**config.mk**
```make
export PLATFORM = sky130hd
export DESIGN_NAME = bad_block_skip_translator_core_flat
export DESIGN_NICKNAME = d
export VERILOG_FILES = /design/src/design/bbst_pkg.sv /design/src/design/bbst_in_if.sv /design/src/design/bbst_out_if.sv /design/src/design/bbst_ram.sv /design/src/design/bbst_ctrl.sv /design/src/design/bad_block_skip_translator_core.sv /design/src/flat_wrapper.sv
export SDC_FILE = /design/constraint.sdc
export NUM_CORES = 2
export LEC_CHECK = 0
export BUFFER_PORTS_ARGS = -buffer_cell sky130_fd_sc_hd__buf_2
export CELL_PAD_IN_SITES_DETAIL_PLACEMENT = 0
export CELL_PAD_IN_SITES_GLOBAL_PLACEMENT = 1
export CORE_ASPECT_RATIO = 1.2
export CORE_MARGIN = 3
export CORE_UTILIZATION = 54
export DETAILED_ROUTE_END_ITERATION = 12
export PLACE_DENSITY_LB_ADDON = 0.1
export SYNTH_ARGS = -nofsm -noshare
export SYNTH_HDL_FRONTEND = slang
export SYNTH_SLANG_ARGS = --single-unit
```
**constraint.sdc**
```tcl
create_clock -name clk -period 16.15 [get_ports clk]
set_input_delay 1.615 -clock clk [delete_from_list [all_inputs] [get_ports clk]]
set_output_delay 1.615 -clock clk [all_outputs]
set_load 0.1 [all_outputs]
```
**src/design/bbst_pkg.sv**
```systemverilog
// Shared constants, types and helper functions of the bad-block skip translator.
package bbst_pkg;

    // Flash geometry.
    localparam int BLOCKS         = 1024;
    localparam int PAGES_IN_BLOCK = 64;
    localparam int BYTES_IN_PAGE  = 2048;
    localparam longint BLOCK_BYTES = longint'(PAGES_IN_BLOCK) * longint'(BYTES_IN_PAGE);

    // Bitmap layout.
    localparam int WORD_BITS      = 32;
    localparam int WORD_BITS_LOG2 = 5;
    localparam int MAP_WORDS      = (BLOCKS + WORD_BITS - 1) >> WORD_BITS_LOG2;
    localparam int WIDX_W         = (MAP_WORDS > 1) ? $clog2(MAP_WORDS) : 1;
    localparam int NIB_W          = 3;
    localparam int PHYS_W         = WIDX_W + WORD_BITS_LOG2;
    localparam int TAIL_BITS      = BLOCKS % WORD_BITS;
    localparam logic [WORD_BITS-1:0] ALL_GOOD  = 32'hFFFF_FFFF;
    localparam logic [WORD_BITS-1:0] TAIL_MASK =
        (TAIL_BITS == 0) ? ALL_GOOD : ((32'h1 << TAIL_BITS) - 32'h1);

    // Field widths.
    localparam int KIND_W  = 2;
    localparam int ADDR_W  = 27;
    localparam int INDEX_W = 5;
    localparam int DATA_W  = 32;
    localparam int BLOCK_W = 10;
    localparam int PROD_W  = 64;
    localparam int CNT_W   = 6;

    // Request kinds.
    localparam logic [KIND_W-1:0] KIND_TRANSLATE = 2'd0;
    localparam logic [KIND_W-1:0] KIND_MARK      = 2'd1;
    localparam logic [KIND_W-1:0] KIND_LOAD      = 2'd2;

    typedef struct packed {
        logic [ADDR_W-1:0]  physical_address;
        logic [BLOCK_W-1:0] physical_block;
        logic               status;
    } result_t;

    typedef struct packed {
        logic                 we;
        logic [WIDX_W-1:0]    waddr;
        logic [DATA_W-1:0]    wdata;
        logic                 re;
        logic [WIDX_W-1:0]    raddr;
    } ram_req_t;

    // Bits of a bitmap word that stand for blocks that exist.
    function automatic logic [WORD_BITS-1:0] live_mask(input logic [WIDX_W-1:0] w);
        return (w == WIDX_W'(MAP_WORDS - 1)) ? TAIL_MASK : ALL_GOOD;
    endfunction

    function automatic logic [CNT_W-1:0] ones32(input logic [WORD_BITS-1:0] v);
        logic [CNT_W-1:0] n;
        n = '0;
        for (int i = 0; i < WORD_BITS; i++)
        begin
            n = n + CNT_W'(v[i]);
        end
        return n;
    endfunction

    function automatic logic [2:0] ones4(input logic [3:0] v);
        return 3'(v[0]) + 3'(v[1]) + 3'(v[2]) + 3'(v[3]);
    endfunction

endpackage

```
**src/design/bbst_in_if.sv**
```systemverilog
// Request channel of the bad-block skip translator.
interface bbst_in_if;
    import bbst_pkg::*;

    logic                valid;
    logic                ready;
    logic [KIND_W-1:0]   kind;
    logic [ADDR_W-1:0]   address;
    logic [INDEX_W-1:0]  word_index;
    logic [DATA_W-1:0]   word_data;

    modport source (output valid, kind, address, word_index, word_data, input ready);
    modport sink   (input valid, kind, address, word_index, word_data, output ready);
endinterface

```
**src/design/bbst_out_if.sv**
```systemverilog
// Result channel of the bad-block skip translator.
interface bbst_out_if;
    import bbst_pkg::*;

    logic                valid;
    logic                ready;
    logic [ADDR_W-1:0]   physical_address;
    logic [BLOCK_W-1:0]  physical_block;
    logic                status;

    modport source (output valid, physical_address, physical_block, status, input ready);
    modport sink   (input valid, physical_address, physical_block, status, output ready);
endinterface

```
**src/design/bbst_ram.sv**
```systemverilog
// Generic single-port-write, single-port-read RAM with registered read data.
module bbst_ram #(
    parameter int WIDTH = 32,
    parameter int DEPTH = 32,
    localparam int AW = (DEPTH > 1) ? $clog2(DEPTH) : 1
) (
    input  logic             clk,
    input  logic             we,
    input  logic [AW-1:0]    waddr,
    input  logic [WIDTH-1:0] wdata,
    input  logic             re,
    input  logic [AW-1:0]    raddr,
    output logic [WIDTH-1:0] rdata
);
    logic [WIDTH-1:0] mem [DEPTH];

    always_ff @(posedge clk)
    begin
        if (we)
        begin
            mem[waddr] <= wdata;
        end
        if (re)
        begin
            rdata <= mem[raddr];
        end
    end
endmodule

```
**src/design/bbst_ctrl.sv**
```systemverilog
// Request sequencer: table load, bitmap word sweep, bit scan within the hit word and write-back.
module bbst_ctrl (
    input  logic                  clk,
    input  logic                  rst_n,
    bbst_in_if.sink               req,
    output bbst_pkg::ram_req_t    ram_req,
    input  logic [bbst_pkg::DATA_W-1:0] ram_rdata,
    output bbst_pkg::result_t     res,
    output logic                  res_valid,
    input  logic                  res_take
);
    import bbst_pkg::*;

    typedef enum logic [4:0] {
        ST_IDLE  = 5'b00001,
        ST_SWEEP = 5'b00010,
        ST_SCAN  = 5'b00100,
        ST_MARK  = 5'b01000,
        ST_DONE  = 5'b10000
    } state_t;

    state_t               state_reg, state_next;
    logic [KIND_W-1:0]    kind_reg, kind_next;
    logic [ADDR_W-1:0]    remaining_reg, remaining_next;
    logic [ADDR_W-1:0]    offset_reg, offset_next;
    logic [WIDX_W:0]      issue_reg, issue_next;
    logic                 pend_reg, pend_next;
    logic [WIDX_W-1:0]    pend_word_reg, pend_word_next;
    logic [DATA_W-1:0]    word_reg, word_next;
    logic [DATA_W-1:0]    scan_reg, scan_next;
    logic [NIB_W-1:0]     nib_reg, nib_next;
    logic [WIDX_W-1:0]    widx_reg, widx_next;
    logic [PHYS_W-1:0]    phys_reg, phys_next;
    logic                 hit_reg, hit_next;
    logic                 status_reg, status_next;
    logic [MAP_WORDS-1:0] valid_reg, valid_next;

    logic [DATA_W-1:0]    eff_word;
    logic [DATA_W-1:0]    live_word;
    logic [CNT_W-1:0]     word_ones;
    logic [2:0]           nib_ones;
    logic [1:0]           nib_pos;
    logic [1:0]           skip;
    logic                 pos_found;
    logic [PROD_W-1:0]    prod;

    // A word never written since reset reads as all good.
    assign eff_word  = valid_reg[pend_word_reg] ? ram_rdata : ALL_GOOD;
    assign live_word = eff_word & live_mask(pend_word_reg);
    assign word_ones = ones32(live_word);
    assign nib_ones  = ones4(scan_reg[3:0]);

    // Position of the set bit within the current nibble that the remaining count selects.
    always_comb
    begin
        skip      = remaining_reg[1:0];
        nib_pos   = '0;
        pos_found = 1'b0;
        for (int i = 0; i < 4; i++)
        begin
            if (scan_reg[i] && !pos_found)
            begin
                if (skip == 2'd0)
                begin
                    nib_pos   = 2'(i);
                    pos_found = 1'b1;
                end
                else
                begin
                    skip = skip - 2'd1;
                end
            end
        end
    end

    always_comb
    begin
        state_next     = state_reg;
        kind_next      = kind_reg;
        remaining_next = remaining_reg;
        offset_next    = offset_reg;
        issue_next     = issue_reg;
        pend_next      = 1'b0;
        pend_word_next = pend_word_reg;
        word_next      = word_reg;
        scan_next      = scan_reg;
        nib_next       = nib_reg;
        widx_next      = widx_reg;
        phys_next      = phys_reg;
        hit_next       = hit_reg;
        status_next    = status_reg;
        valid_next     = valid_reg;
        ram_req        = '0;
        req.ready      = 1'b0;
        res_valid      = 1'b0;

        case (state_reg)
            ST_IDLE:
            begin
                req.ready = 1'b1;
                if (req.valid)
                begin
                    kind_next      = req.kind;
                    hit_next       = 1'b0;
                    status_next    = 1'b0;
                    remaining_next = ADDR_W'(longint'(req.address) / BLOCK_BYTES);
                    offset_next    = ADDR_W'(longint'(req.address) % BLOCK_BYTES);
                    issue_next     = '0;
                    state_next     = ST_DONE;
                    if (req.kind == KIND_TRANSLATE || req.kind == KIND_MARK)
                    begin
                        state_next = ST_SWEEP;
                    end
                    else if (req.kind == KIND_LOAD)
                    begin
                        if (32'(req.word_index) < 32'(MAP_WORDS))
                        begin
                            ram_req.we    = 1'b1;
                            ram_req.waddr = WIDX_W'(req.word_index);
                            ram_req.wdata = req.word_data;
                            valid_next[WIDX_W'(req.word_index)] = 1'b1;
                        end
                    end
                end
            end

            ST_SWEEP:
            begin
                // Reads run one word ahead of the count that checks them.
                if (issue_reg < (WIDX_W + 1)'(MAP_WORDS))
                begin
                    ram_req.re     = 1'b1;
                    ram_req.raddr  = issue_reg[WIDX_W-1:0];
                    issue_next     = issue_reg + (WIDX_W + 1)'(1);
                    pend_next      = 1'b1;
                    pend_word_next = issue_reg[WIDX_W-1:0];
                end
                if (pend_reg)
                begin
                    if (remaining_reg < ADDR_W'(word_ones))
                    begin
                        word_next  = eff_word;
                        scan_next  = live_word;
                        widx_next  = pend_word_reg;
                        nib_next   = '0;
                        pend_next  = 1'b0;
                        state_next = ST_SCAN;
                    end
                    else
                    begin
                        remaining_next = remaining_reg - ADDR_W'(word_ones);
                        if (pend_word_reg == WIDX_W'(MAP_WORDS - 1))
                        begin
                            status_next = 1'b1;
                            state_next  = ST_DONE;
                        end
                    end
                end
            end

            ST_SCAN:
            begin
                if (remaining_reg < ADDR_W'(nib_ones))
                begin
                    phys_next  = {widx_reg, nib_reg, nib_pos};
                    hit_next   = 1'b1;
                    state_next = (kind_reg == KIND_MARK) ? ST_MARK : ST_DONE;
                end
                else
                begin
                    remaining_next = remaining_reg - ADDR_W'(nib_ones);
                    scan_next      = scan_reg >> 4;
                    nib_next       = nib_reg + NIB_W'(1);
                end
            end

            ST_MARK:
            begin
                ram_req.we    = 1'b1;
                ram_req.waddr = widx_reg;
                ram_req.wdata = word_reg & ~(32'h1 << phys_reg[WORD_BITS_LOG2-1:0]);
                valid_next[widx_reg] = 1'b1;
                state_next    = ST_DONE;
            end

            ST_DONE:
            begin
                res_valid = 1'b1;
                if (res_take)
                begin
                    state_next = ST_IDLE;
                end
            end

            default:
            begin
                state_next = ST_IDLE;
            end
        endcase
    end

    assign prod = PROD_W'(phys_reg) * PROD_W'(BLOCK_BYTES) + PROD_W'(offset_reg);

    always_comb
    begin
        res = '0;
        res.status = status_reg;
        if (hit_reg)
        begin
            res.physical_address = prod[ADDR_W-1:0];
            res.physical_block   = BLOCK_W'(phys_reg);
        end
    end

    always_ff @(posedge clk or negedge rst_n)
    begin
        if (!rst_n)
        begin
            state_reg <= ST_IDLE;
            pend_reg  <= 1'b0;
            valid_reg <= '0;
        end
        else
        begin
            state_reg <= state_next;
            pend_reg  <= pend_next;
            valid_reg <= valid_next;
        end
    end

    always_ff @(posedge clk)
    begin
        kind_reg      <= kind_next;
        remaining_reg <= remaining_next;
        offset_reg    <= offset_next;
        issue_reg     <= issue_next;
        pend_word_reg <= pend_word_next;
        word_reg      <= word_next;
        scan_reg      <= scan_next;
        nib_reg       <= nib_next;
        widx_reg      <= widx_next;
        phys_reg      <= phys_next;
        hit_reg       <= hit_next;
        status_reg    <= status_next;
    end
endmodule

```
**src/design/bad_block_skip_translator_core.sv**
```systemverilog
// From the accepting edge to the edge that loads the output register: a load or unused
// request goes straight to the result; a translate reads one bitmap word per cycle from
// the map RAM, then scans one nibble per cycle in the hit word; a mark bad then writes
// the word back. Requests are taken one at a time; the controller waits while the output
// register stays full.
// Reset clears the controller and the per-word valid bits, so the whole map reads as good.
module bad_block_skip_translator_core (
    input  logic       clk,
    input  logic       rst_n,
    bbst_in_if.sink    req,
    bbst_out_if.source rsp
);
    import bbst_pkg::*;

    ram_req_t          ram_req;
    logic [DATA_W-1:0] ram_rdata;
    result_t           res;
    logic              res_valid;
    logic              res_take;
    logic              out_valid_reg, out_valid_next;
    result_t           out_res_reg, out_res_next;

    bbst_ram #(
        .WIDTH (DATA_W),
        .DEPTH (MAP_WORDS)
    ) u_map (
        .clk   (clk),
        .we    (ram_req.we),
        .waddr (ram_req.waddr),
        .wdata (ram_req.wdata),
        .re    (ram_req.re),
        .raddr (ram_req.raddr),
        .rdata (ram_rdata)
    );

    bbst_ctrl u_ctrl (
        .clk       (clk),
        .rst_n     (rst_n),
        .req       (req),
        .ram_req   (ram_req),
        .ram_rdata (ram_rdata),
        .res       (res),
        .res_valid (res_valid),
        .res_take  (res_take)
    );

    // The output register frees the controller as soon as it holds the result.
    assign res_take = res_valid && (!out_valid_reg || rsp.ready);

    always_comb
    begin
        out_valid_next = out_valid_reg;
        out_res_next   = out_res_reg;
        if (res_take)
        begin
            out_valid_next = 1'b1;
            out_res_next   = res;
        end
        else if (rsp.ready)
        begin
            out_valid_next = 1'b0;
        end
    end

    always_ff @(posedge clk or negedge rst_n)
    begin
        if (!rst_n)
        begin
            out_valid_reg <= 1'b0;
        end
        else
        begin
            out_valid_reg <= out_valid_next;
        end
    end

    always_ff @(posedge clk)
    begin
        out_res_reg <= out_res_next;
    end

    assign rsp.valid            = out_valid_reg;
    assign rsp.physical_address = out_res_reg.physical_address;
    assign rsp.physical_block   = out_res_reg.physical_block;
    assign rsp.status           = out_res_reg.status;

`ifndef SYNTHESIS
    a_take_shows: assert property (@(posedge clk) disable iff (!rst_n)
        res_take |=> rsp.valid)
        else $error("result taken by the output register but not presented");

    a_no_rw_clash: assert property (@(posedge clk) disable iff (!rst_n)
        ram_req.we |-> !ram_req.re)
        else $error("map RAM written and read in the same cycle");

    a_miss_zero: assert property (@(posedge clk) disable iff (!rst_n)
        rsp.valid && rsp.status |-> rsp.physical_address == '0 && rsp.physical_block == '0)
        else $error("out-of-range result carries a non-zero address or block");

    a_accept_idle: assert property (@(posedge clk) disable iff (!rst_n)
        req.valid && req.ready |-> !res_valid && !ram_req.re)
        else $error("request accepted while the sequencer is busy");
`endif
endmodule

```
**src/flat_wrapper.sv**
```systemverilog
// flat-port wrapper written by rule: the top's interface ports become plain ports
module bad_block_skip_translator_core_flat import bbst_pkg::*;
  (clk, rst_n, req_valid, req_kind, req_address, req_word_index, req_word_data, req_ready, rsp_valid, rsp_physical_address, rsp_physical_block, rsp_status, rsp_ready);
  bbst_in_if req_i ();
  bbst_out_if rsp_i ();
  input  logic clk;
  input  logic rst_n;
  input wire logic [$bits(req_i.valid)-1:0] req_valid;
  input wire logic [$bits(req_i.kind)-1:0] req_kind;
  input wire logic [$bits(req_i.address)-1:0] req_address;
  input wire logic [$bits(req_i.word_index)-1:0] req_word_index;
  input wire logic [$bits(req_i.word_data)-1:0] req_word_data;
  output wire logic [$bits(req_i.ready)-1:0] req_ready;
  output wire logic [$bits(rsp_i.valid)-1:0] rsp_valid;
  output wire logic [$bits(rsp_i.physical_address)-1:0] rsp_physical_address;
  output wire logic [$bits(rsp_i.physical_block)-1:0] rsp_physical_block;
  output wire logic [$bits(rsp_i.status)-1:0] rsp_status;
  input wire logic [$bits(rsp_i.ready)-1:0] rsp_ready;
  assign req_i.valid = req_valid;
  assign req_i.kind = req_kind;
  assign req_i.address = req_address;
  assign req_i.word_index = req_word_index;
  assign req_i.word_data = req_word_data;
  assign req_ready = req_i.ready;
  assign rsp_valid = rsp_i.valid;
  assign rsp_physical_address = rsp_i.physical_address;
  assign rsp_physical_block = rsp_i.physical_block;
  assign rsp_status = rsp_i.status;
  assign rsp_i.ready = rsp_ready;
  bad_block_skip_translator_core u_core (.clk(clk), .rst_n(rst_n), .req(req_i), .rsp(rsp_i));
endmodule
```
==> metrics.md <==
| Metric | Value |
|---|---|
| Worst slew margin | 10.7% |
| Post-route setup TNS | 0 ps |
| Synth area leader | sky130_fd_sc_hd__edfxtp_1 |
| Maximum vdd drop | 0.452 mV |
| Synth top area share | 72.2% |
| Area of the multi-input gates | 12,500 sq um |
| Most repeated cell in the gate-level netlist after synthesis | sky130_fd_sc_hd__edfxtp_1 |
| Critical Path Fanout Max | 35 |
| Via count of the first global-routing pass | 28,400 |
| Sequential share of the synthesized area | 74.1% |
| Dominant register cell in the synthesized netlist | sky130_fd_sc_hd__edfxtp_1 |
| Area taken by flip-flops and latches | 37,800 sq um |
| Actual slew at the worst max-slew pin | 1340 ps |
| Hold violation count in the final report | 0 |
| Placer's final routability congestion estimate | 0.897 |
| Total core area | 93,000 sq um |
| Number of antenna violations at the first check in global routing | 7 |
| Unrepaired setup endpoints after global routing | no |
| Total of buffers placed on input and output ports | 109 |
| Post-Layout Inst Area | 57,000 sq um |
| Type of destination of the critical path | register |
| CTS HTree Levels | 3 |
| Post-layout minimum cycle time | 9260 ps |
| Total internal power | 6.96 mW |
| Power density over the cells | 188 nW/um^2 |
| Placement Cell Area | 53,200 sq um |
| Largest buffer count on any clock path | 3 |
| Number of buffers and inverters on the critical path | 4 |
| Max-cap viol count | 0 |
| Yosys reg bits | 1,264 |
| Vias per cell | 6.44 |
| P_sw | 3.73 mW |
| Top post-synthesis cells by count | sky130_fd_sc_hd__edfxtp_1, sky130_fd_sc_hd__nand2_1, sky130_fd_sc_hd__mux4_2 |
| Max-slew violation total from the final report | 0 |
| Total of endpoints with negative setup slack in the final report | 0 |
| Num CTS Buffers | 120 |
| Largest stage delay on the critical path | 950 ps |
| Sort of element at the start of the critical path | register |
| Distinct cells, synth | 86 |
| Number of design-rule violations left by the first detailed-router iteration | 3,308 |
| Synth-to-layout area growth | 11.8% |
| Post-detail-place hpwl | 75.9 mm |
| Number of flip-flops under the largest register name | 1,024 |
| Pin count of the biggest net entering global routing | 117 |
| CTS hold repair buffers | 0 |
| Combined global-route utilization of all metal layers | 27.8% |
| Post-layout worst setup margin | 6890 ps |
| Instance count of the mapped netlist | 2,876 |
| Vias post-DR | 28,000 |
| Endpoint of the lowest-slack register-to-register path | u_core.u_ctrl.scan_reg[24] |
| Post-Route WL | 135 mm |
| Clock latency on the worst-skew pair | 720 ps |
| Share of power burned in the clock network | 25.9% |
| Number of warnings reported in the yosys synthesis log | 0 |
| Total iterations of the first detailed-routing run | 6 |
| Netlist Area Pre-Place | 51,000 sq um |
| Tcrit/Tclk final | 57.4% |
| Arrival time at the worst endpoint | 9580 ps |
| Starting density of the core | 54.8% |
| Setup slack on the worst flop-to-flop path | 6890 ps |
| Utilization of the core after routing | 61.3% |
| Category of cells accounting for the largest share of critical-path delay | adder cells |
| Leakage power of the design | 20.1 nW |
| DRC viols | 0 |
| Synth Area per Inst | 17.7 sq um |
| Proportion of total power due to net switching | 34.9% |
| Achievable Freq | 108 MHz |
| Global-route wire length before repair | 196 mm |
| Die area | 98,100 sq um |
| Routed wire per std cell | 31.1 microns |
| CTS tree | done |
| Launch instance of the worst min-delay path | u_core.u_ctrl.status_reg |
| Number of placement rows | 122 |
| Classification of the worst setup path | register to register |
| Clock tree root driver cell | sky130_fd_sc_hd__clkbuf_16 |
| Portion of total power attributed to combinational logic | 38.0% |
| Pre-CTS setup slack | 6780 ps |
| Sequential fraction of design power | 36.1% |
| Buffer count from post-CTS setup fixing | 0 |
| Synthesized netlist net count | 2,993 |
| Clock-pin slew on the worst setup and hold paths | 60 ps |
| # IOs | 110 |
| Final layout net count | 3,131 |
| Cell occurring most often along the worst timing path | sky130_fd_sc_hd__fa_1 |
| Number of flops mapped to enable cells by yosys | 1,225 |
| Clock sink count | 1,264 |
| Largest cells by area after synthesis | sky130_fd_sc_hd__edfxtp_1, sky130_fd_sc_hd__mux4_2, sky130_fd_sc_hd__dfrtp_1 |
| Worst hold-check path type | register to register |
| Vertical die dimension | 343 microns |
| Die Wd | 286 microns |
| Grt total ovfl | 0 |
| Stages on the worst setup path | 27 |
| Register ranked first by flip-flop count | u_core.u_map.mem |
| Path depth of the worst reg2reg path | 27 |
| Fraction of layout instances using a drive strength above 1 | 22.6% |
| CP max stage cell | sky130_fd_sc_hd__a21oi_4 |
| Hold Crit Endpoint | u_core.rsp.status |
| Clock skew | 25.4 ps |
| Final antenna-violating net count | 0 |
| Startpoint of the most critical register-to-register path | u_core.u_ctrl.pend_word_reg[0] |
| Share of synthesized registers carrying an async set or reset | 3.09% |
| Worst Hold Depth | 0 |
| Final hold slack | 424 ps |
| Worst Path Required | 16,460 ps |
| Outcome | completed |
| Post-CTS Resized | 0 |
| Filler instances | 6,678 |
==> stage by stage <==
stage          cells  total power, mW
6_report        4357             10.7
5_1_grt         4356             11.3
4_1_cts         4356             10.7
3_5_place_dp    4132             7.97
3_3_place_gp    4132             7.88
2_1_floorplan   2876             6.93
==> cells in the final DEF (no fill, tap or decap), types with 36 or more instances in the layout <==
cell type	instances
sky130_fd_sc_hd__nand2_1	184
sky130_fd_sc_hd__buf_4	65
sky130_fd_sc_hd__edfxtp_1	1225
sky130_fd_sc_hd__mux2i_1	73
sky130_fd_sc_hd__buf_2	109
sky130_fd_sc_hd__or2_2	40
sky130_fd_sc_hd__a21oi_1	100
sky130_fd_sc_hd__dfrtp_1	38
sky130_fd_sc_hd__nor2_1	111
sky130_fd_sc_hd__mux4_2	168
sky130_fd_sc_hd__o22ai_1	59
sky130_fd_sc_hd__mux2_2	73
sky130_fd_sc_hd__nor3_1	36
sky130_fd_sc_hd__clkbuf_16	122
sky130_fd_sc_hd__o21ai_0	47
sky130_fd_sc_hd__inv_1	57
sky130_fd_sc_hd__o221ai_1	57
==> worst reg2reg max path: stages, from the launching register on <==
cell	delay, ps
sky130_fd_sc_hd__edfxtp_1	720
sky130_fd_sc_hd__mux4_2	590
sky130_fd_sc_hd__mux2i_1	160
sky130_fd_sc_hd__nand3b_1	90
sky130_fd_sc_hd__nand4_1	110
sky130_fd_sc_hd__buf_4	330
sky130_fd_sc_hd__nor2_1	180
sky130_fd_sc_hd__fa_1	580
sky130_fd_sc_hd__fa_1	460
sky130_fd_sc_hd__fa_1	440
sky130_fd_sc_hd__inv_1	70
sky130_fd_sc_hd__fa_1	440
sky130_fd_sc_hd__fa_1	570
sky130_fd_sc_hd__inv_1	60
sky130_fd_sc_hd__fa_1	530
sky130_fd_sc_hd__inv_1	50
sky130_fd_sc_hd__ha_1	270
sky130_fd_sc_hd__a21o_1	180
sky130_fd_sc_hd__a21oi_1	210
sky130_fd_sc_hd__nor2b_1	70
sky130_fd_sc_hd__o21ai_0	170
sky130_fd_sc_hd__ha_1	300
sky130_fd_sc_hd__a21oi_1	250
sky130_fd_sc_hd__nand2_1	150
sky130_fd_sc_hd__or3b_1	560
sky130_fd_sc_hd__nor2_4	210
sky130_fd_sc_hd__nand3_2	140
sky130_fd_sc_hd__a21oi_4	950
==> cells by family (layout without fill, tap and decap cells) <==
logic type / Yosys count / count (layout) / share of synthesized area [%]
AND/OR/NAND/NOR: 578 / 578 / 5.58
flip-flops: 1264 / 1264 / 74.1
multiplexers: 314 / 314 / 10.5
other: 0 / 1 / 0
XOR/XNOR: 16 / 16 / 0.275
adder cells (fa/ha/maj): 47 / 47 / 1.55
buffers and inverters: 220 / 460 / 1.91
AO/OA/AOI/OAI: 437 / 437 / 6.12
==> layer usage <==
layer | track usage, % | routed length (microns)
met1 | 38.5 | 53400
met2 | 45.8 | 66200
met3 | 4.88 | 11600
met4 | 8.60 | 4150
met5 | 0 | 0
==> area by class of cell <==
type,instances,area share [%]
clock buffers,158,5.65
multi-input cells,1392,22.0
inverters,60,0.408
flip-flops and latches,1264,66.2
well taps,1240,2.72
diodes,1,0.00439
repair buffers,176,1.88
clock inverters,66,1.10
==> power by group through the flow <==
stage	clock [mW]	sequential [mW]	combinational [mW]
6_report	2.77	3.87	4.06
5_1_grt	2.94	3.88	4.48
3_5_place_dp	0	3.93	4.04
2_1_floorplan	0	3.95	2.99
3_3_place_gp	0	3.93	3.95
4_1_cts	2.81	3.87	4.06
==> worst max path at each step <==
stage	from	end	slack [ps]
global route	u_core.u_ctrl.pend_word_reg[0]	u_core.u_ctrl.scan_reg[24]	6330
global placement	u_core.u_ctrl.pend_word_reg[0]	u_core.u_ctrl.scan_reg[27]	6960
CTS	u_core.u_ctrl.pend_word_reg[0]	u_core.u_ctrl.scan_reg[22]	6770
finish	u_core.u_ctrl.pend_word_reg[0]	u_core.u_ctrl.scan_reg[24]	6890
floorplan	u_core.u_ctrl.pend_word_reg[0]	u_core.u_ctrl.remaining_reg[0]	4320
detailed placement	u_core.u_ctrl.pend_word_reg[0]	u_core.u_ctrl.scan_reg[21]	6780
Note: power is estimated with default switching activity, not from simulation.
